===== config.mk =====
export PLATFORM = sky130hd
export DESIGN_NAME = fixed_address_segment_carver_flat
export DESIGN_NICKNAME = d
export VERILOG_FILES = /design/src/design/fasc_pkg.sv /design/src/design/fasc_if.sv /design/src/design/fixed_address_segment_carver.sv /design/src/design/fasc_table_ram.sv /design/src/design/fasc_ctrl.sv /design/src/flat_wrapper.sv
export SDC_FILE = /design/constraint.sdc
export NUM_CORES = 1
export LEC_CHECK = 0
export BUFFER_PORTS_ARGS = -buffer_cell sky130_fd_sc_hd__buf_4
export CAP_MARGIN = 20
export CORE_MARGIN = 4
export CORE_UTILIZATION = 51
export DETAILED_ROUTE_END_ITERATION = 6
export PLACE_DENSITY = 0.67
export RECOVER_POWER = 50
export SETUP_SLACK_MARGIN = 0.05
export SLEW_MARGIN = 20
export SYNTH_ARGS = -nofsm -noshare
export SYNTH_HDL_FRONTEND = slang
export SYNTH_HIERARCHICAL = 1
export SYNTH_SLANG_ARGS = --single-unit

===== constraint.sdc =====
create_clock -name clk -period 6.45 [get_ports clk]
set_clock_uncertainty 0.15 [all_clocks]
set_input_delay 0.9675 -clock clk [delete_from_list [all_inputs] [get_ports clk]]
set_output_delay 0.9675 -clock clk [all_outputs]
set_load 0.02 [all_outputs]

===== src/design/fasc_pkg.sv =====
// Shared types, constants and codes of the fixed address segment carver.
package fasc_pkg;

	localparam int MAX_RANGES = 16;
	localparam int IDX_W      = $clog2(MAX_RANGES);
	localparam int CNT_W      = $clog2(MAX_RANGES + 1);
	localparam int MEM_WORDS  = 4096;
	localparam int ADDR_W     = 12;
	localparam int LEN_W      = 13;
	localparam int SPAN_W     = 14;

	typedef enum logic [1:0] {
		STATUS_OK   = 2'd0,
		STATUS_MISS = 2'd1,
		STATUS_FULL = 2'd2
	} status_t;

	typedef enum logic {
		CMD_INIT  = 1'b0,
		CMD_ALLOC = 1'b1
	} cmd_t;

	typedef struct packed {
		logic [ADDR_W-1:0] base;
		logic [LEN_W-1:0]  length;
	} entry_t;

	typedef struct packed {
		logic             we;
		logic [IDX_W-1:0] waddr;
		entry_t           wdata;
		logic [IDX_W-1:0] raddr;
	} mem_req_t;

	typedef enum logic [3:0] {
		ST_RESET,
		ST_IDLE,
		ST_SCAN_RD,
		ST_SCAN_CMP,
		ST_DN_RD,
		ST_DN_WR,
		ST_UP_RD,
		ST_UP_WR,
		ST_SPLIT_LO,
		ST_SPLIT_HI,
		ST_DONE
	} fsm_state_t;

endpackage


===== src/design/fasc_if.sv =====
// Request and response channel interfaces of the fixed address segment carver.
interface fasc_req_if import fasc_pkg::*; ();
	logic              valid;
	logic              ready;
	logic              cmd;
	logic [ADDR_W-1:0] seg_start;
	logic [LEN_W-1:0]  seg_size;

	modport source(output valid, cmd, seg_start, seg_size, input ready);
	modport sink(input valid, cmd, seg_start, seg_size, output ready);
endinterface

interface fasc_rsp_if import fasc_pkg::*; ();
	logic             valid;
	logic             ready;
	logic [1:0]       status;
	logic [CNT_W-1:0] free_count;

	modport source(output valid, status, free_count, input ready);
	modport sink(input valid, status, free_count, output ready);
endinterface


===== src/design/fixed_address_segment_carver.sv =====
// Top level of the fixed address segment carver.
// The block keeps an address-ordered table of up to 16 free ranges in a single-port-read,
// single-port-write memory and answers each request word with one response word. An init word
// writes the initial range and goes straight to the done state. An allocate word reads, then
// compares, one table entry after another; a miss reads once more to notice the end of the
// table. A removed or split range shifts each entry moved by a read and a write, plus one final
// read. A split then writes both halves. Every word enters in the idle state and leaves in the
// done state. The registered table read port is why each entry needs a read and a compare.
// A result that waits in the output register holds the next item in its done state until the
// response word is taken. A new request word is taken as soon as the previous result sits in
// the output register. Right after reset the block writes the initial range in its reset state
// before it takes a request.
module fixed_address_segment_carver import fasc_pkg::*; (
	input  logic             clk,
	input  logic             arst_n,
	fasc_req_if.sink         req,
	fasc_rsp_if.source       rsp,
	input  logic             cfg_we,
	input  logic [LEN_W-1:0] cfg_wdata
);

	mem_req_t mem_req;
	entry_t   mem_rdata;

	fasc_ctrl u_ctrl (
		.clk       (clk),
		.arst_n    (arst_n),
		.req       (req),
		.rsp       (rsp),
		.cfg_we    (cfg_we),
		.cfg_wdata (cfg_wdata),
		.mem_req   (mem_req),
		.mem_rdata (mem_rdata)
	);

	fasc_table_ram u_ram (
		.clk       (clk),
		.mem_req   (mem_req),
		.mem_rdata (mem_rdata)
	);

endmodule


===== src/design/fasc_table_ram.sv =====
// Free range table memory: one write port and one registered read port.
module fasc_table_ram import fasc_pkg::*; (
	input  logic     clk,
	input  mem_req_t mem_req,
	output entry_t   mem_rdata
);

	entry_t mem [MAX_RANGES];

	always_ff @(posedge clk) begin
		if (mem_req.we) begin
			mem[mem_req.waddr] <= mem_req.wdata;
		end
	end

	always_ff @(posedge clk) begin
		mem_rdata <= mem[mem_req.raddr];
	end

endmodule


===== src/design/fasc_ctrl.sv =====
// Sequencer that scans, carves and shifts the free range table.
module fasc_ctrl import fasc_pkg::*; (
	input  logic             clk,
	input  logic             arst_n,
	fasc_req_if.sink         req,
	fasc_rsp_if.source       rsp,
	input  logic             cfg_we,
	input  logic [LEN_W-1:0] cfg_wdata,
	output mem_req_t         mem_req,
	input  entry_t           mem_rdata
);

	fsm_state_t        state_q, state_d;
	logic [LEN_W-1:0]  total_size_q;
	logic [CNT_W-1:0]  count_q;
	logic [CNT_W-1:0]  idx_q;
	logic [CNT_W-1:0]  k_q;
	logic [ADDR_W-1:0] start_q;
	logic [ADDR_W-1:0] base_q;
	logic [LEN_W-1:0]  size_q;
	logic [SPAN_W-1:0] stop_q;
	logic [SPAN_W-1:0] end_q;
	status_t           status_q;
	logic              rsp_valid_q;
	status_t           rsp_status_q;
	logic [CNT_W-1:0]  rsp_count_q;

	logic [LEN_W-1:0]  build_len;
	logic [CNT_W-1:0]  build_cnt;
	logic [SPAN_W-1:0] rd_end;
	logic              hit, at_front, at_tail, size_zero, full;
	logic              accept, rsp_load;
	logic [CNT_W-1:0]  k_next, k_prev, idx_next;
	logic              dn_more, up_more;

	always_comb begin
		build_len = (total_size_q > LEN_W'(MEM_WORDS)) ? LEN_W'(MEM_WORDS) : total_size_q;
		build_cnt = (build_len == '0) ? '0 : CNT_W'(1);
		rd_end    = SPAN_W'(mem_rdata.base) + SPAN_W'(mem_rdata.length);
		hit       = (mem_rdata.base <= start_q) && (rd_end >= stop_q);
		at_front  = (mem_rdata.base == start_q);
		at_tail   = (rd_end == stop_q);
		size_zero = (size_q == '0);
		full      = (count_q >= CNT_W'(MAX_RANGES));
		accept    = req.valid && req.ready;
		rsp_load  = (state_q == ST_DONE) && (!rsp_valid_q || rsp.ready);
		k_next    = k_q + CNT_W'(1);
		k_prev    = k_q - CNT_W'(1);
		idx_next  = idx_q + CNT_W'(1);
		dn_more   = (k_next < count_q);
		up_more   = (k_q > idx_next);
	end

	always_comb begin
		state_d = state_q;
		case (state_q)
			ST_RESET: begin
				state_d = ST_IDLE;
			end
			ST_IDLE: begin
				if (req.valid) begin
					state_d = (req.cmd == CMD_INIT) ? ST_DONE : ST_SCAN_RD;
				end
			end
			ST_SCAN_RD: begin
				state_d = (idx_q >= count_q) ? ST_DONE : ST_SCAN_CMP;
			end
			ST_SCAN_CMP: begin
				if (!hit) begin
					state_d = ST_SCAN_RD;
				end else if (size_zero) begin
					state_d = ST_DONE;
				end else if (at_front && at_tail) begin
					state_d = ST_DN_RD;
				end else if (at_front || at_tail || full) begin
					state_d = ST_DONE;
				end else begin
					state_d = ST_UP_RD;
				end
			end
			ST_DN_RD: begin
				state_d = dn_more ? ST_DN_WR : ST_DONE;
			end
			ST_DN_WR: begin
				state_d = ST_DN_RD;
			end
			ST_UP_RD: begin
				state_d = up_more ? ST_UP_WR : ST_SPLIT_LO;
			end
			ST_UP_WR: begin
				state_d = ST_UP_RD;
			end
			ST_SPLIT_LO: begin
				state_d = ST_SPLIT_HI;
			end
			ST_SPLIT_HI: begin
				state_d = ST_DONE;
			end
			ST_DONE: begin
				if (rsp_load) begin
					state_d = ST_IDLE;
				end
			end
			default: begin
				state_d = ST_IDLE;
			end
		endcase
	end

	always_comb begin
		req.ready = (state_q == ST_IDLE);
		mem_req   = '0;
		case (state_q)
			ST_RESET: begin
				mem_req.we    = 1'b1;
				mem_req.wdata = '{base: '0, length: build_len};
			end
			ST_IDLE: begin
				mem_req.we    = req.valid && (req.cmd == CMD_INIT);
				mem_req.wdata = '{base: '0, length: build_len};
			end
			ST_SCAN_RD: begin
				mem_req.raddr = idx_q[IDX_W-1:0];
			end
			ST_SCAN_CMP: begin
				mem_req.waddr = idx_q[IDX_W-1:0];
				if (hit && !size_zero && at_front && !at_tail) begin
					mem_req.we    = 1'b1;
					mem_req.wdata = '{base: ADDR_W'(stop_q), length: LEN_W'(rd_end - stop_q)};
				end else if (hit && !size_zero && !at_front && at_tail) begin
					mem_req.we    = 1'b1;
					mem_req.wdata = '{base: mem_rdata.base,
						length: LEN_W'({1'b0, start_q}) - LEN_W'({1'b0, mem_rdata.base})};
				end
			end
			ST_DN_RD: begin
				mem_req.raddr = k_next[IDX_W-1:0];
			end
			ST_DN_WR: begin
				mem_req.we    = 1'b1;
				mem_req.waddr = k_q[IDX_W-1:0];
				mem_req.wdata = mem_rdata;
			end
			ST_UP_RD: begin
				mem_req.raddr = k_prev[IDX_W-1:0];
			end
			ST_UP_WR: begin
				mem_req.we    = 1'b1;
				mem_req.waddr = k_q[IDX_W-1:0];
				mem_req.wdata = mem_rdata;
			end
			ST_SPLIT_LO: begin
				mem_req.we    = 1'b1;
				mem_req.waddr = idx_q[IDX_W-1:0];
				mem_req.wdata = '{base: base_q,
					length: LEN_W'({1'b0, start_q}) - LEN_W'({1'b0, base_q})};
			end
			ST_SPLIT_HI: begin
				mem_req.we    = 1'b1;
				mem_req.waddr = idx_next[IDX_W-1:0];
				mem_req.wdata = '{base: ADDR_W'(stop_q), length: LEN_W'(end_q - stop_q)};
			end
			default: begin
				mem_req = '0;
			end
		endcase
	end

	always_ff @(posedge clk or negedge arst_n) begin
		if (!arst_n) begin
			state_q      <= ST_RESET;
			total_size_q <= LEN_W'(MEM_WORDS);
			count_q      <= '0;
			idx_q        <= '0;
			k_q          <= '0;
			status_q     <= STATUS_OK;
			rsp_valid_q  <= 1'b0;
		end else begin
			state_q <= state_d;
			if (cfg_we) begin
				total_size_q <= cfg_wdata;
			end
			case (state_q)
				ST_RESET: begin
					count_q <= build_cnt;
				end
				ST_IDLE: begin
					if (accept) begin
						idx_q    <= '0;
						status_q <= STATUS_OK;
						if (req.cmd == CMD_INIT) begin
							count_q <= build_cnt;
						end
					end
				end
				ST_SCAN_RD: begin
					if (idx_q >= count_q) begin
						status_q <= STATUS_MISS;
					end
				end
				ST_SCAN_CMP: begin
					if (!hit) begin
						idx_q <= idx_next;
					end else if (!size_zero) begin
						if (at_front && at_tail) begin
							k_q <= idx_q;
						end else if (!at_front && !at_tail) begin
							if (full) begin
								status_q <= STATUS_FULL;
							end else begin
								k_q <= count_q;
							end
						end
					end
				end
				ST_DN_RD: begin
					if (!dn_more) begin
						count_q <= count_q - CNT_W'(1);
					end
				end
				ST_DN_WR: begin
					k_q <= k_next;
				end
				ST_UP_WR: begin
					k_q <= k_prev;
				end
				ST_SPLIT_HI: begin
					count_q <= count_q + CNT_W'(1);
				end
				default: begin
				end
			endcase
			if (rsp_load) begin
				rsp_valid_q <= 1'b1;
			end else if (rsp.ready) begin
				rsp_valid_q <= 1'b0;
			end
		end
	end

	always_ff @(posedge clk) begin
		if (accept) begin
			start_q <= req.seg_start;
			size_q  <= req.seg_size;
			stop_q  <= SPAN_W'(req.seg_start) + SPAN_W'(req.seg_size);
		end
		if (state_q == ST_SCAN_CMP) begin
			base_q <= mem_rdata.base;
			end_q  <= rd_end;
		end
		if (rsp_load) begin
			rsp_status_q <= status_q;
			rsp_count_q  <= count_q;
		end
	end

	assign rsp.valid      = rsp_valid_q;
	assign rsp.status     = rsp_status_q;
	assign rsp.free_count = rsp_count_q;

endmodule


===== src/flat_wrapper.sv =====
// flat-port wrapper written by rule: the top's interface ports become plain ports
module fixed_address_segment_carver_flat import fasc_pkg::*;
  (clk, arst_n, cfg_we, cfg_wdata, req_valid, req_cmd, req_seg_start, req_seg_size, req_ready, rsp_valid, rsp_status, rsp_free_count, rsp_ready);
  fasc_req_if req_i ();
  fasc_rsp_if rsp_i ();
  input  logic clk;
  input  logic arst_n;
  input  logic cfg_we;
  input  logic [LEN_W-1:0] cfg_wdata;
  input wire logic [$bits(req_i.valid)-1:0] req_valid;
  input wire logic [$bits(req_i.cmd)-1:0] req_cmd;
  input wire logic [$bits(req_i.seg_start)-1:0] req_seg_start;
  input wire logic [$bits(req_i.seg_size)-1:0] req_seg_size;
  output wire logic [$bits(req_i.ready)-1:0] req_ready;
  output wire logic [$bits(rsp_i.valid)-1:0] rsp_valid;
  output wire logic [$bits(rsp_i.status)-1:0] rsp_status;
  output wire logic [$bits(rsp_i.free_count)-1:0] rsp_free_count;
  input wire logic [$bits(rsp_i.ready)-1:0] rsp_ready;
  assign req_i.valid = req_valid;
  assign req_i.cmd = req_cmd;
  assign req_i.seg_start = req_seg_start;
  assign req_i.seg_size = req_seg_size;
  assign req_ready = req_i.ready;
  assign rsp_valid = rsp_i.valid;
  assign rsp_status = rsp_i.status;
  assign rsp_free_count = rsp_i.free_count;
  assign rsp_i.ready = rsp_ready;
  fixed_address_segment_carver u_core (.clk(clk), .arst_n(arst_n), .req(req_i), .rsp(rsp_i), .cfg_we(cfg_we), .cfg_wdata(cfg_wdata));
endmodule

After elaboration in Yosys (flattened, before gate mapping)
Memories as Yosys holds them, arrays and structs flattened. A register that Yosys moved wholly into a read port is not among the register bits.
Index checks and enable logic that the tools add are counted.
Storage, ports and cells
  input bits: 44
  memories: 1
  memory bits (writable): 400
  bits in registers: 106
  logic and storage cells: 141
Cells by class
  bitwise gates (word level): 1
  mux-type cells: 46
  $lt $le $gt $ge: 7
  equal/unequal tests: 26
  reductions and logical operators: 35
  $add $sub $neg: 11
Memories
  u_core.u_ram.mem: words 16, width 25, rd ports 1, clocked after Yosys merged registers in 1, write ports 1, RTL line fasc_table_ram.sv:8  | entry_t mem [MAX_RANGES];
Operators with widths (count)
  $pmux W25 S5: 1
  $mux W25: 2
  $mux W5: 10
  $mux W4: 10
  $pmux W4 S10: 1
  $add A12 B13 Y14: 2
  $logic_not A13 Y1: 2
  $sub A12 B12 Y13: 2
  $sub A13 B13 Y13: 2
  $pmux W4 S3: 2
  $ne A2 B2 Y1 const B: 11
  $pmux W5 S4: 1
  $eq A4 B3 Y1 const B: 4
  $add A5 B1 Y5 const B: 3
  $pmux W5 S3: 1
  $eq A14 B14 Y1: 1
  $ge A14 B14 Y1: 1
  $mux W2: 7
  $gt A13 B13 Y1 const B: 1
  $mux W13: 1
  $eq A12 B12 Y1: 1
  $eq A4 B4 Y1 const B: 3
  $le A12 B12 Y1: 1
  $logic_and A1 B1 Y1: 11
  other kinds (27): 45

Depth between registers and ports, before layout
Gate-level depths: netlist of run 1.
  depth after elaboration: 11
  mapped depth: 20

Cells and area by module
Netlist of run 1, hierarchy kept.
Modules (own cells, without submodules)
  fasc_table_ram: cells each 660, sequential area each 12512.0 µm², area an instance 15551.2 µm², instances 1
  fasc_ctrl: cells each 980, sequential area each 3009.1 µm², area an instance 9130.0 µm², instances 1

Worst setup path after synthesis of run 1
No wires, ideal clock.
  path kind: register to register
  start: register, netlist name u_core/u_ram/mem_rdata[13]
  end: memory u_core/u_ram/mem[0][0] (netlist bit) (enable)
  slack: -108 ps
  clock period less this slack: 6558 ps
  path buffers: 0
  arrival time: 5970 ps
  required time: 5862 ps
  cell stages (with the launch flop): 20
  setup time: 438 ps
  path through: dfxtp_1 ha_1 inv_1 fa_1 nor2b_1 o21ai_0 a21boi_0 o21ai_0 a211oi_1 mux2i_1 nand2_1 ha_1 and4_1 nor4b_4 and2_1 o21ai_2 or3_4 nand3_1 or3b_2 nor3_1
RTL lines (RTL line)
  end, declared: fasc_table_ram.sv:8

==> results.txt, run 1 <==
The count of nets after finishing came out at 1884. The number of placement rows is 80. The power density over the cells is 505.4 mW/mm^2.

The number of antenna repair diodes is 0. The number of nets still failing antenna checks after routing came out at 0. Setup repair after global routing left no endpoint under its margin. The via density per instance came out at 6.209. Leaving out fill and tap cells, the most frequent cell in the layout is edfxtp_1. The finished cells cover 0.02756 mm^2. The largest fanout of any net on the critical path came out at 16.

Setup violations remaining at the end of the flow were counted as 0. The filler cells instantiated in the layout total 3730. The clock latency reported for the late side of the worst-skew pair is 0.60 ns. The critical path is of the reg -> reg type. The number of buffer cells added on primary ports is 52. Among all flip-flop cells after synthesis, the most frequent one is edfxtp_1. The number of global-route vias before repair came out at 14923. The share of the synthesized area in compound gates (AO/OA/AOI/OAI) came out at 9.814%.

The cell total after placement is 2297. Of all flip-flops after synthesis, the portion carrying an async set or reset was 6.591%. The number of optimization iterations in the first detailed-route pass came out at 7. The horizontal die dimension is 228.0 um. The total routing usage reported by global routing came out at 23.01%.

The largest voltage drop on the vdd net is 0.3104 mV. The worst hold path startpoint is u_core/u_ctrl/count_q[4]. The distinct cell type count after synthesis came out at 84.

Global routing finished with a remaining overflow of 0. The Yosys step of the flow raised 6 warnings. The area growth from synthesis to layout came out at 11.67%. For this run, the top clock speed supported by timing is 163.9 MHz. The number of violations reported at the end of detailed-routing iteration 0 is 1436.

The initial antenna violation count is 0. Once detailed placement completed, the half-perimeter wirelength came to 41.71 mm. The sum of routed wire length over all layers is 60.88 mm. edfxtp_1 takes more of the synthesized area than any other cell. The finished layout holds 2396 standard cells, fillers aside. The worst path uses 94.58% of the clock period. The share of cells above drive strength 1 is 16.68%. The die outline height came out at 228.0 um. The proportion of synthesized chip area in sequential cells is 62.89%. The data required time at the worst endpoint is 6.58 ns.

The number of nets produced by synthesis is 1787. The actual slew at the worst max-slew pin came out at 2.342 ns. The total of hold buffers inserted after clock tree synthesis is 0. The pin count of the biggest net entering global routing came out at 101. The overall via count from detail_route is 14877. In the post-route analysis, the smallest setup slack over all paths is 0.3496 ns. The synthesized-area fraction occupied by xor and xnor cells came out at 2.058%. Prior to clock tree synthesis, the placed netlist has a worst setup slack of 0.4246 ns. The number of flops mapped to enable cells by yosys came out at 471. The number of slew-limit violations in the final report is 206. The synthesized area per cell came out at 15.05 um^2. The die outline area came out at 0.05198 mm^2. The TritonCTS clock tree is done. The starting density of the core is 51.69%. The worst relative slew slack came out at -56.16%. Multiplexer cells account for 10.59% of the synthesized area.

The worst setup path is captured at a register. The routability congestion estimate from global placement is 0.9321. The combinational family with the most area after synthesis is multiplexers. The number of cells upsized or downsized after cts is 0.

At the worst endpoint, the arrival time is 6.23 ns. The wire length of the first global-routing pass is 91.32 mm. In this run the worst hold path is classified as reg -> reg. The clock period could shrink to 6.100 ns. The run finished, with violations left. The most critical setup path has its startpoint at u_core/u_ram/mem_rdata[13]. Dividing the detail-routed wire length by the instance count gives 25.41 um.

The total placed instance area is 0.02608 mm^2. The gate count of the mapped netlist came out at 1640. The synthesized area came out at 0.02468 mm^2.

By area the synthesized netlist is led by edfxtp_1 57%, mux4_2 9.1%, ha_1 4.9%. In the layout the commonest cells are 471 x edfxtp_1, 100 x mux4_2, 96 x ha_1. In this run the clock root is driven by a clkbuf_16. The area share of the leading cell type in the synthesized netlist is 57.31%. STA classifies the critical path startpoint as a register.

The number of register bits inferred by synthesis is 531. The max-capacitance violation count came out at 4. No sink is reached through more buffers than the 3 on the longest clock path. In this run, CTS created clock tree buffers numbering 53. Summed over all cells, the static leakage comes to 0.009643 uW. The floorplan step defined a core boundary enclosing 0.04775 mm^2.

The number of I/O pins is 53. The final routed DRC violation total is 3. The final reports fail on DRC, capacitance limit, slew limit. The source of the worst register-to-register timing path is u_core/u_ram/mem_rdata[13].

The adder-cell area share of the yosys netlist came out at 5.434%. The count of buffers added by post-CTS timing repair for setup is 0. The final total negative setup slack is 0 ns. The final hold violation count is 0. The simple-gate area share of the yosys netlist is 6.747%. The clock edge transition at the registers on the reported setup and hold paths is 0.07 ns. The sink count of the clock tree came out at 531. The hold slack came out at 0.3035 ns. The number of H-tree branching levels came out at 2.
per-stage QoR:
step | utilization [%] | total power (uW)
3_5_place_dp | 54.62 | 10910
4_1_cts | 58.20 | 13950
2_1_floorplan | - | 9059
5_1_grt | 57.73 | 14680
6_report | 57.73 | 13930
3_3_place_gp | 54.62 | 10800
power by group:
part / leakage, uW / total, uW / internal (uW) / switching [uW]
clock: 0.000839 / 3020 / 1740 / 1270
sequential: 0.00501 / 5030 / 4680 / 348
combinational: 0.00380 / 5890 / 2190 / 3700
total: 0.00964 / 13900 / 8610 / 5320
flip-flops by register name, summed over array words and instances, names as in the netlist:
name                          flops
u_core/u_ctrl/base_q             12
u_core/u_ctrl/start_q            12
u_core/u_ctrl/idx_q               5
u_core/u_ram/mem_rdata           25
u_core/u_ctrl/rsp.status          2
u_core/u_ram/mem                400
u_core/u_ctrl/size_q             13
u_core/u_ctrl/stop_q             14
u_core/u_ctrl/rsp.valid           1
u_core/u_ctrl/count_q             5
u_core/u_ctrl/status_q            2
u_core/u_ctrl/state_q             4
u_core/u_ctrl/end_q              13
u_core/u_ctrl/total_size_q       13
u_core/u_ctrl/k_q                 5
u_core/u_ctrl/rsp.free_count      5
layer usage:
layer,GRT usage (%),part of all wire (%),up-vias
li1,-,-,6683
met1,32.16,42,7527
met2,36.66,47,539
met3,3.144,5.9,128
met4,10.03,4.6,0
met5,0,0,-
critical path, stage by stage, from the launching register on:
cell and delay [ns]:
dfxtp_1 0.38, ha_1 0.19, inv_1 0.06, fa_1 0.41, nor2b_1 0.13, o21ai_0 0.11
a21boi_0 0.26, o21ai_0 0.21, a211oi_2 0.34, mux2i_1 0.23, nand2_1 0.11, ha_1 0.40
and4_1 0.29, nor4b_4 0.33, and2_0 0.19, o21ai_0 0.13, nor3_1 1.02, a31oi_1 0.20
nand3_1 0.63
Yosys cell counts (all sizes together) (4+ instances only):
library cell / number
a211o: 5
a211oi: 12
a21boi: 5
a21o: 18
a21oi: 49
a221o: 9
a221oi: 8
a222oi: 6
a22o: 6
a22oi: 68
a311oi: 4
a31oi: 12
and2: 9
and3: 8
buf: 27
clkbuf: 30
dfrtp: 34
dfxtp: 25
edfxtp: 471
fa: 7
ha: 96
inv: 87
mux2: 16
mux2i: 18
mux4: 100
nand2: 86
nand2b: 12
nand3: 21
nand3b: 5
nand4: 12
nor2: 82
nor2b: 19
nor3: 44
nor4: 7
o211a: 5
o211ai: 12
o21a: 14
o21ai: 70
o31ai: 8
or2: 6
or3: 14
xnor2: 38
xor2: 20
logic make-up (layout without fill, tap and decap cells):
family / Yosys count / count (layout)
fa+ha+maj: 103 / 103
compound gates: 336 / 336
flops: 531 / 531
xor+xnor: 58 / 58
simple gates: 333 / 333
mux: 134 / 134
buf+inv: 145 / 286
area by class of cell:
cell class	count	area (um^2)	area share [%]
Sequential cell	531	15520	56.31
Tap cell	615	769.5	2.792
Timing Repair Buffer	99	581.8	2.111
Clock inverter	32	267.8	0.9715
Multi-Input combinational cell	964	8650	31.38
Inverter	88	330.3	1.198
Clock buffer	67	1441	5.230
final timing paths:
path / end / slack (ns) / depth (start not counted)
max in group asynchronous: u_core/u_ctrl/k_q[4] / 4.22 / 1
worst min register to register: u_core/u_ctrl/rsp.free_count[4] / 0.30 / 0
min in group asynchronous: u_core/u_ctrl/count_q[0] / 0.79 / 1
worst max register to register: u_core/u_ram/mem[14][10] / 0.35 / 18
worst max-delay path: u_core/u_ram/mem[14][10] / 0.35 / 18
worst min-delay path: u_core/u_ctrl/rsp.free_count[4] / 0.30 / 0
(Power assumes the default switching activity.)
==> run 2: changes to the inputs <==
Settings changed: ABC_AREA set to 1.
==> results.txt, run 2 <==
The run finished, with violations left. The checks that failed: capacitance limit, slew limit. The number of flops mapped to enable cells by yosys came out at 471. The final routed DRC violation total came out at 0. The largest voltage drop on the vdd net came out at 0.3237 mV. Global routing finished with a remaining overflow of 0. The number of placement rows is 84. The fraction of the cycle the final worst path needs came out at 90.74%. The most used flip-flop cell after synthesis is edfxtp_1. The clock tree buffer depth is 3. The via density per instance is 5.483. The number of slew-limit violations in the final report is 184. The hold slack came out at 0.3068 ns. For this configuration, the core starts out at a cell density of 51.56%. The initial antenna violation count came to 1.

The routed length on met2 is 35.05 mm. The source of the worst register-to-register timing path is u_core/u_ram/mem_rdata[13]. The smallest clock period supported by the final layout is computed as 5.853 ns. The largest individual stage delay along the critical path comes from the cell clkbuf_1.

The worst register-to-register path ends at u_core/u_ram/mem[13][18]. The clock latency reported for the late side of the worst-skew pair is 0.61 ns. The leakage power came out at 0.01297 uW.

The total of hold buffers inserted after clock tree synthesis came out at 0. The count of nets after finishing is 3079. The number of I/O pins came out at 53.

Setup repair after global routing left no endpoint under its margin. The final hold violation count is 0. The sink count of the clock tree is 531. The TritonCTS clock tree is done.

The sum of routed wire length over all layers came out at 74.13 mm. The number of buffers inserted during clock tree synthesis is 56. The worst hold path terminates at u_core/u_ctrl/rsp.status[0]. The delay contributed by the slowest stage of the critical path came out at 0.85 ns. The cell depth of the worst hold path came out at 0. The category of the critical setup timing path is reg -> reg. The power density over the cells came out at 494.7 mW/mm^2. The number of register bits inferred by synthesis is 531. The wire length per cell came out at 20.24 um.

The worst hold path begins at u_core/u_ctrl/status_q[0]. The number of buffer cells added on primary ports came out at 52. The die outline height is 238.5 um. A synthesized cell averages 9.437 um^2. In this run the biggest area consumer among cell types represents 52.20% of the synthesized area.

The number of violations reported at the end of detailed-routing iteration 0 is 2222. The library cells used most frequently in the layout, excluding fill and tap cells, are 790 x nand2_1, 482 x inv_1, 471 x edfxtp_1. The maximum clock frequency is 170.9 MHz. The largest fanout of any net on the critical path came out at 16. The floorplan step defined a core boundary enclosing 0.05255 mm^2. The library cell used most frequently in the layout, excluding fill and tap cells, is nand2_1. The async set-or-reset flop fraction in the synthesized netlist came out at 6.591%. The total of warnings raised by yosys is 6. The distinct cell type count after synthesis came out at 55. The routed layout has 20080 vias. At the worst endpoint, the required time is 6.55 ns. The number of cells on the worst reg-to-reg path is 20. The placement-stage worst setup slack is 0.8992 ns. Max-cap violations in this run came to 4. By count the netlist is led by 788 x nand2_1, 481 x inv_1, 471 x edfxtp_1, 363 x nand3_1, 112 x nor2_1. The final total negative setup slack came out at 0 ns. Walking the worst path, the cells encountered are ha_1 -> inv_1 -> fa_1 -> nor3_1 -> nor2_1 -> o21ai_0 -> a31oi_1 -> xor2_1 -> inv_1 -> ha_1 -> nand4_1 -> nor2_4 -> nand3_1 -> nor2_1 -> nand4_4 -> nand2_1 -> nand2_1 -> clkbuf_1 -> o21ai_0 -> clkbuf_1. The routed metal-1 wirelength is 30.79 mm. The flip-flop count of the largest register, all copies and words added is 400. In the detailed route, the total length drawn on met3 is 5.825 mm. The routability congestion estimate from global placement is 0.9796. The number of cells upsized or downsized after cts is 0. Counting flops per register, the top entry is u_core/u_ram/mem. Buffers added to address setup during post-CTS repair amount to 0. The worst register-to-register path has a setup slack of 0.60 ns. The area growth from synthesis to layout is 9.947%. In this run the top signal layer used is met4. The final HPWL from detailed placement is 50.36 mm. The data arrival time of the critical path is 5.95 ns. Of the cells placed in the final design, the portion with a size suffix greater than 1 is 5.617%. The number of global-route vias before repair is 19241. Clock-pin slew was measured on the worst setup and hold paths at 0.06 ns. The post-layout worst setup margin came out at 0.5974 ns. The number of nets still failing antenna checks after routing is 0. The H-tree was split into 2 levels.

The number of nets produced by synthesis is 3018. In the post-synthesis netlist, the biggest area contributors are edfxtp_1 52%, nand2_1 11%, nand3_1 6.7%. The number of optimization iterations in the first detailed-route pass came out at 6. The die covers 0.05688 mm^2. The actual slew at the worst max-slew pin came out at 2.353 ns. Global routing used 25.80% of the available tracks. Clock tree synthesis selected as its root buffer the cell clkbuf_16. The synthesized area came out at 0.02709 mm^2.

In the final layout, the registers with the most flip-flops are u_core/u_ram/mem: 400 flops, u_core/u_ram/mem_rdata: 25 flops, u_core/u_ctrl/stop_q: 14 flops. STA classifies the critical path startpoint as a register. The worst hold-check path type is reg -> reg. The worst pin sits at a relative slew slack of -56.86%. STA classifies the critical path endpoint as a register. The largest total area in the synthesized netlist belongs to edfxtp_1. The proportion of synthesized chip area in sequential cells is 57.29%.

Entering global routing, the biggest net connects 135 pins. The horizontal die dimension came out at 238.5 um. The setup violation total in the final timing report is 0. Synthesis produced a netlist whose cell count is 2871.

nand2_1 is the most common cell in the netlist. The wire length of the first global-routing pass is 113.1 mm.
run 2: cell type report:
type	count	area, um^2
fillers	4620	22760
flip-flops and latches	531	15520
multi-input cells	1752	9153
inverters	488	1838
clock buffers	68	1446
well taps	688	860.8
repair buffers	103	633.1
clock inverters	31	334.1
diodes	1	2.502
run 2: per-layer routing:
metal	global-route usage, %	vias to the layer above
li1	-	9624
met1	35.34	9567
met2	42.39	761
met3	4.461	128
met4	8.162	0
met5	0	-
run 2: cells by family (layout without fill, tap and decap cells):
kind of cell / after synthesis / in the layout / share of synthesized area, %
adder cells (fa/ha/maj): 103 / 103 / 4.951
multiplexers: 4 / 4 / 0.1662
AO/OA/AOI/OAI: 263 / 263 / 5.620
flip-flops: 531 / 531 / 57.29
other: 0 / 1 / 0
XOR/XNOR: 52 / 52 / 1.681
AND/OR/NAND/NOR: 1330 / 1330 / 20.87
buffers and inverters: 588 / 690 / 9.426
run 2: worst max-delay path by stage:
| stage | endpoint | depth (start not counted) | slack (ns) | start |
|---|---|---|---|---|
| 2_1_floorplan | u_core/u_ram/mem[12][0] | 21 | 1.41 | u_core/u_ram/mem_rdata[13] |
| 3_3_place_gp | u_core/u_ram/mem[1][19] | 21 | 1.04 | u_core/u_ram/mem_rdata[13] |
| 3_5_place_dp | u_core/u_ram/mem[1][15] | 21 | 0.90 | u_core/u_ram/mem_rdata[13] |
| 4_1_cts | u_core/u_ram/mem[1][23] | 21 | 0.91 | u_core/u_ram/mem_rdata[13] |
| 5_1_grt | u_core/u_ram/mem[1][17] | 21 | 0.27 | u_core/u_ram/mem_rdata[13] |
| 6_report | u_core/u_ram/mem[13][18] | 20 | 0.60 | u_core/u_ram/mem_rdata[13] |
run 2: through the flow:
stage	cells	area (um^2)	utilization [%]	power, uW
finish	3662	29790	56.69	14740
global route	3661	29790	56.68	15680
CTS	3661	29990	57.07	14760
detailed placement	3562	28210	53.68	11590
global placement	3562	28210	53.68	11570
floorplan	2871	27090	-	9373
run 2: critical path: cells and delay by family (launching register included):
| family | cells | cell delay (ns) |
|---|---|---|
| xor+xnor | 1 | 0.19 |
| simple gates | 9 | 1.47 |
| flops | 1 | 0.38 |
| compound gates | 3 | 0.88 |
| buf+inv | 4 | 1.41 |
| fa+ha+maj | 3 | 1.00 |
run 2: power breakdown:
| part | switching, uW | leakage [uW] | internal [uW] |
|---|---|---|---|
| clock | 1300 | 0.000851 | 1830 |
| sequential | 311 | 0.00499 | 4730 |
| combinational | 4650 | 0.00713 | 1930 |
| total | 6260 | 0.0130 | 8480 |
==> run 3: changes to the inputs <==
Settings changed: PLACE_DENSITY 0.67 to 0.64.
Clock period 6.45 ns to 5.9 ns, I/O delays scaled along.
==> results.txt, run 3 (synthesis gave the netlist of run 2 again) <==
The run finished, with violations left. The checks that failed: capacitance limit, slew limit. Cell internal power was estimated by the tool at 9526 uW. The number of cells upsized or downsized after cts is 0. The starting density of the core came out at 51.56%. The number of I/O pins came out at 53. After the last flow step, the layout net total stands at 3088. The met2 usage is 41.87%. The worst relative slew slack came out at -80.86%. The clock edge transition at the registers on the reported setup and hold paths came out at 0.06 ns. In the layout the commonest cells are 788 x nand2_1, 481 x inv_1, 471 x edfxtp_1.

The wire length of the first global-routing pass came out at 112.1 mm. TritonCTS built the clock tree. Walking the worst path, the cells encountered are ha_1 -> inv_1 -> fa_1 -> nor3_1 -> nor2_1 -> o21ai_0 -> a31oi_1 -> xor2_1 -> inv_1 -> ha_1 -> nand4_1 -> nor2_4 -> nand3_1 -> nor2_1 -> nand4_4 -> nand2_2 -> nand2_2 -> o211ai_1 -> nand3_1 -> nor2_4 -> buf_12. The share of cells above drive strength 1 is 6.526%. The switching share of power is 41.78%. The routability congestion estimate from global placement is 0.9303. The final HPWL from detailed placement came out at 50.31 mm. The data required time at the worst endpoint is 6.06 ns. In the routed design, unresolved DRC markers number 0. The worst setup path is captured at a register.

The first detailed-routing pass ran for 5 iterations. For the final routed database, the setup TNS stands at 0 ns. In the final layout, the registers with the most flip-flops are u_core/u_ram/mem: 400 flops, u_core/u_ram/mem_rdata: 25 flops, u_core/u_ctrl/stop_q: 14 flops. For the pin with the worst max-slew slack, the measured transition is 2.713 ns. The core region is 0.05255 mm^2. After detailed routing, the total wire length is 73.47 mm. The most used routing layer is met2.

The largest voltage drop on the vdd net is 0.3381 mV. The flip-flop count of the largest register, all copies and words added is 400. The element type at the critical path start is a register. The data arrival time of the critical path came out at 5.56 ns. The number of nets still failing antenna checks after routing came out at 0.

The delay contributed by the slowest stage of the critical path came out at 0.47 ns. The largest fanout of any net on the critical path came out at 25. The worst hold-check path type is reg -> reg. The number of buffer and inverter stages on the critical path is 3.

The pin count of the biggest net entering global routing came out at 201. The hold slack came out at 0.3029 ns. The final hold violation count is 0. The floorplan has 84 rows. The via density per instance is 5.427. The number of buffer cells added on primary ports is 52. The global routing usage on met3 came out at 4.808%. Buffers added to address setup during post-CTS repair amount to 0. The initial antenna violation count came out at 1. The horizontal die dimension is 238.5 um. The net switching power came out at 6836 uW. The met1 global-route usage came out at 35.36%. The die outline area came out at 0.05688 mm^2. The clock latency reported for the late side of the worst-skew pair is 0.64 ns. The register with the most flip-flops in the final layout is u_core/u_ram/mem. The fraction of the cycle the final worst path needs is 91.61%.

Timing would allow up to 185.0 MHz. Setup repair after global routing left no endpoint under its margin. The critical path is of the reg -> reg type. The number of global-route vias before repair was 18905. Setup violations remaining at the end of the flow were counted as 0. Leaving out fill and tap cells, the most frequent cell in the layout is nand2_1. The number of buffers inserted during clock tree synthesis came out at 56. The die outline height came out at 238.5 um.

The clock tree buffer depth is 3. The sink count of the clock tree is 531. The clock network is responsible for 22.9% of the overall power. The total grt overflow came out at 0. The number of H-tree branching levels is 2.

In this run the clock root is driven by a clkbuf_16. The power density over the cells is 542.1 mW/mm^2. The clock period minus worst slack is 5.405 ns. The max-capacitance violation count came out at 4. The cell with the largest stage delay on the worst path is nand3_1. The sequential power share came out at 33.6%. The overall via count from detail_route is 19948. The number of violations reported at the end of detailed-routing iteration 0 is 1690.

The number of slew-limit violations in the final report is 166. Compared with the post-synthesis result, the final layout area differs by 11.41%. After clock tree synthesis, the flow added hold-fix buffers numbering 0.

The largest delay contributor family on the critical path is simple AND/OR/NAND/NOR gates. The total routing usage reported by global routing came out at 25.61%. The wire length per cell is 19.99 um.

The portion of total power attributed to combinational logic came out at 43.5%. The number of antenna repair diodes came out at 0. The leakage power is 0.01317 uW.
-- run 3: cell count changes in the layout (fill, tap and decap cells not counted), sizes merged --
cell | previous run | this run
buf | 46 | 54
clkinv | 23 | 25
bufinv | 6 | 9
inv | 486 | 487
diode | 1 | 0
clkinvlp | 4 | 3
clkbuf | 125 | 127
-- run 3: per-stage QoR --
stage          power (uW)  instance area [um^2]  std cells  setup WS, ns  utilization (%)
3_5_place_dp        12640                 28420       3571        0.6804            54.08
2_1_floorplan       10250                 27090       2871        0.8615                -
5_1_grt             17430                 30180       3676        0.1270            57.44
3_3_place_gp        12640                 28410       3571        0.7246            54.07
4_1_cts             16430                 30400       3676        0.6561            57.86
6_report            16360                 30180       3676        0.4949            57.44
-- run 3: worst paths after layout --
kind,start,to,slack (ns),depth (start not counted)
hold / removal,u_core/u_ctrl/status_q[1],u_core/u_ctrl/rsp.status[1],0.30,0
hold reg to reg,u_core/u_ctrl/status_q[1],u_core/u_ctrl/rsp.status[1],0.30,0
max in group asynchronous,arst_n,u_core/u_ctrl/idx_q[2],3.74,1
min in group asynchronous,arst_n,u_core/u_ctrl/count_q[2],0.69,1
setup reg to reg,u_core/u_ram/mem_rdata[13],u_core/u_ram/mem[15][17],0.49,21
setup / recovery,u_core/u_ram/mem_rdata[13],u_core/u_ram/mem[15][17],0.49,21
-- run 3: power groups by stage --
| stage | combinational (uW) | sequential, uW | clock [uW] |
|---|---|---|---|
| floorplan | 4830 | 5410 | 0 |
| global placement | 7100 | 5540 | 0 |
| detailed placement | 7090 | 5550 | 0 |
| CTS | 7130 | 5480 | 3820 |
| global route | 7910 | 5550 | 3980 |
| finish | 7120 | 5500 | 3740 |
-- run 3: area by class of cell --
type                    instances  area [um^2]
clock buffers                  69         1513
clock inverters                36        474.2
fillers                      4642        22370
inverters                     488         1839
multi-input cells            1752         9140
flip-flops and latches        531        15520
well taps                     688        860.8
repair buffers                112        835.8
-- run 3: routing by layer --
metal / vias to the layer above / share of wire, %
met5: - / 0
met4: 0 / 3.0
met3: 119 / 7.6
met2: 728 / 47
met1: 9443 / 42
li1: 9658 / -
-- run 3: worst register-to-register path, delay by kind of cell (launching register included) --
family                     cells  cell delay (ns)
and+or+nand+nor               11             2.16
adders and majority gates      3             1.00
xor gates and xnor gates       1             0.17
DFF                            1             0.38
AOI/OAI and AO/OA              3             0.83
buffers and inverters          3             0.40
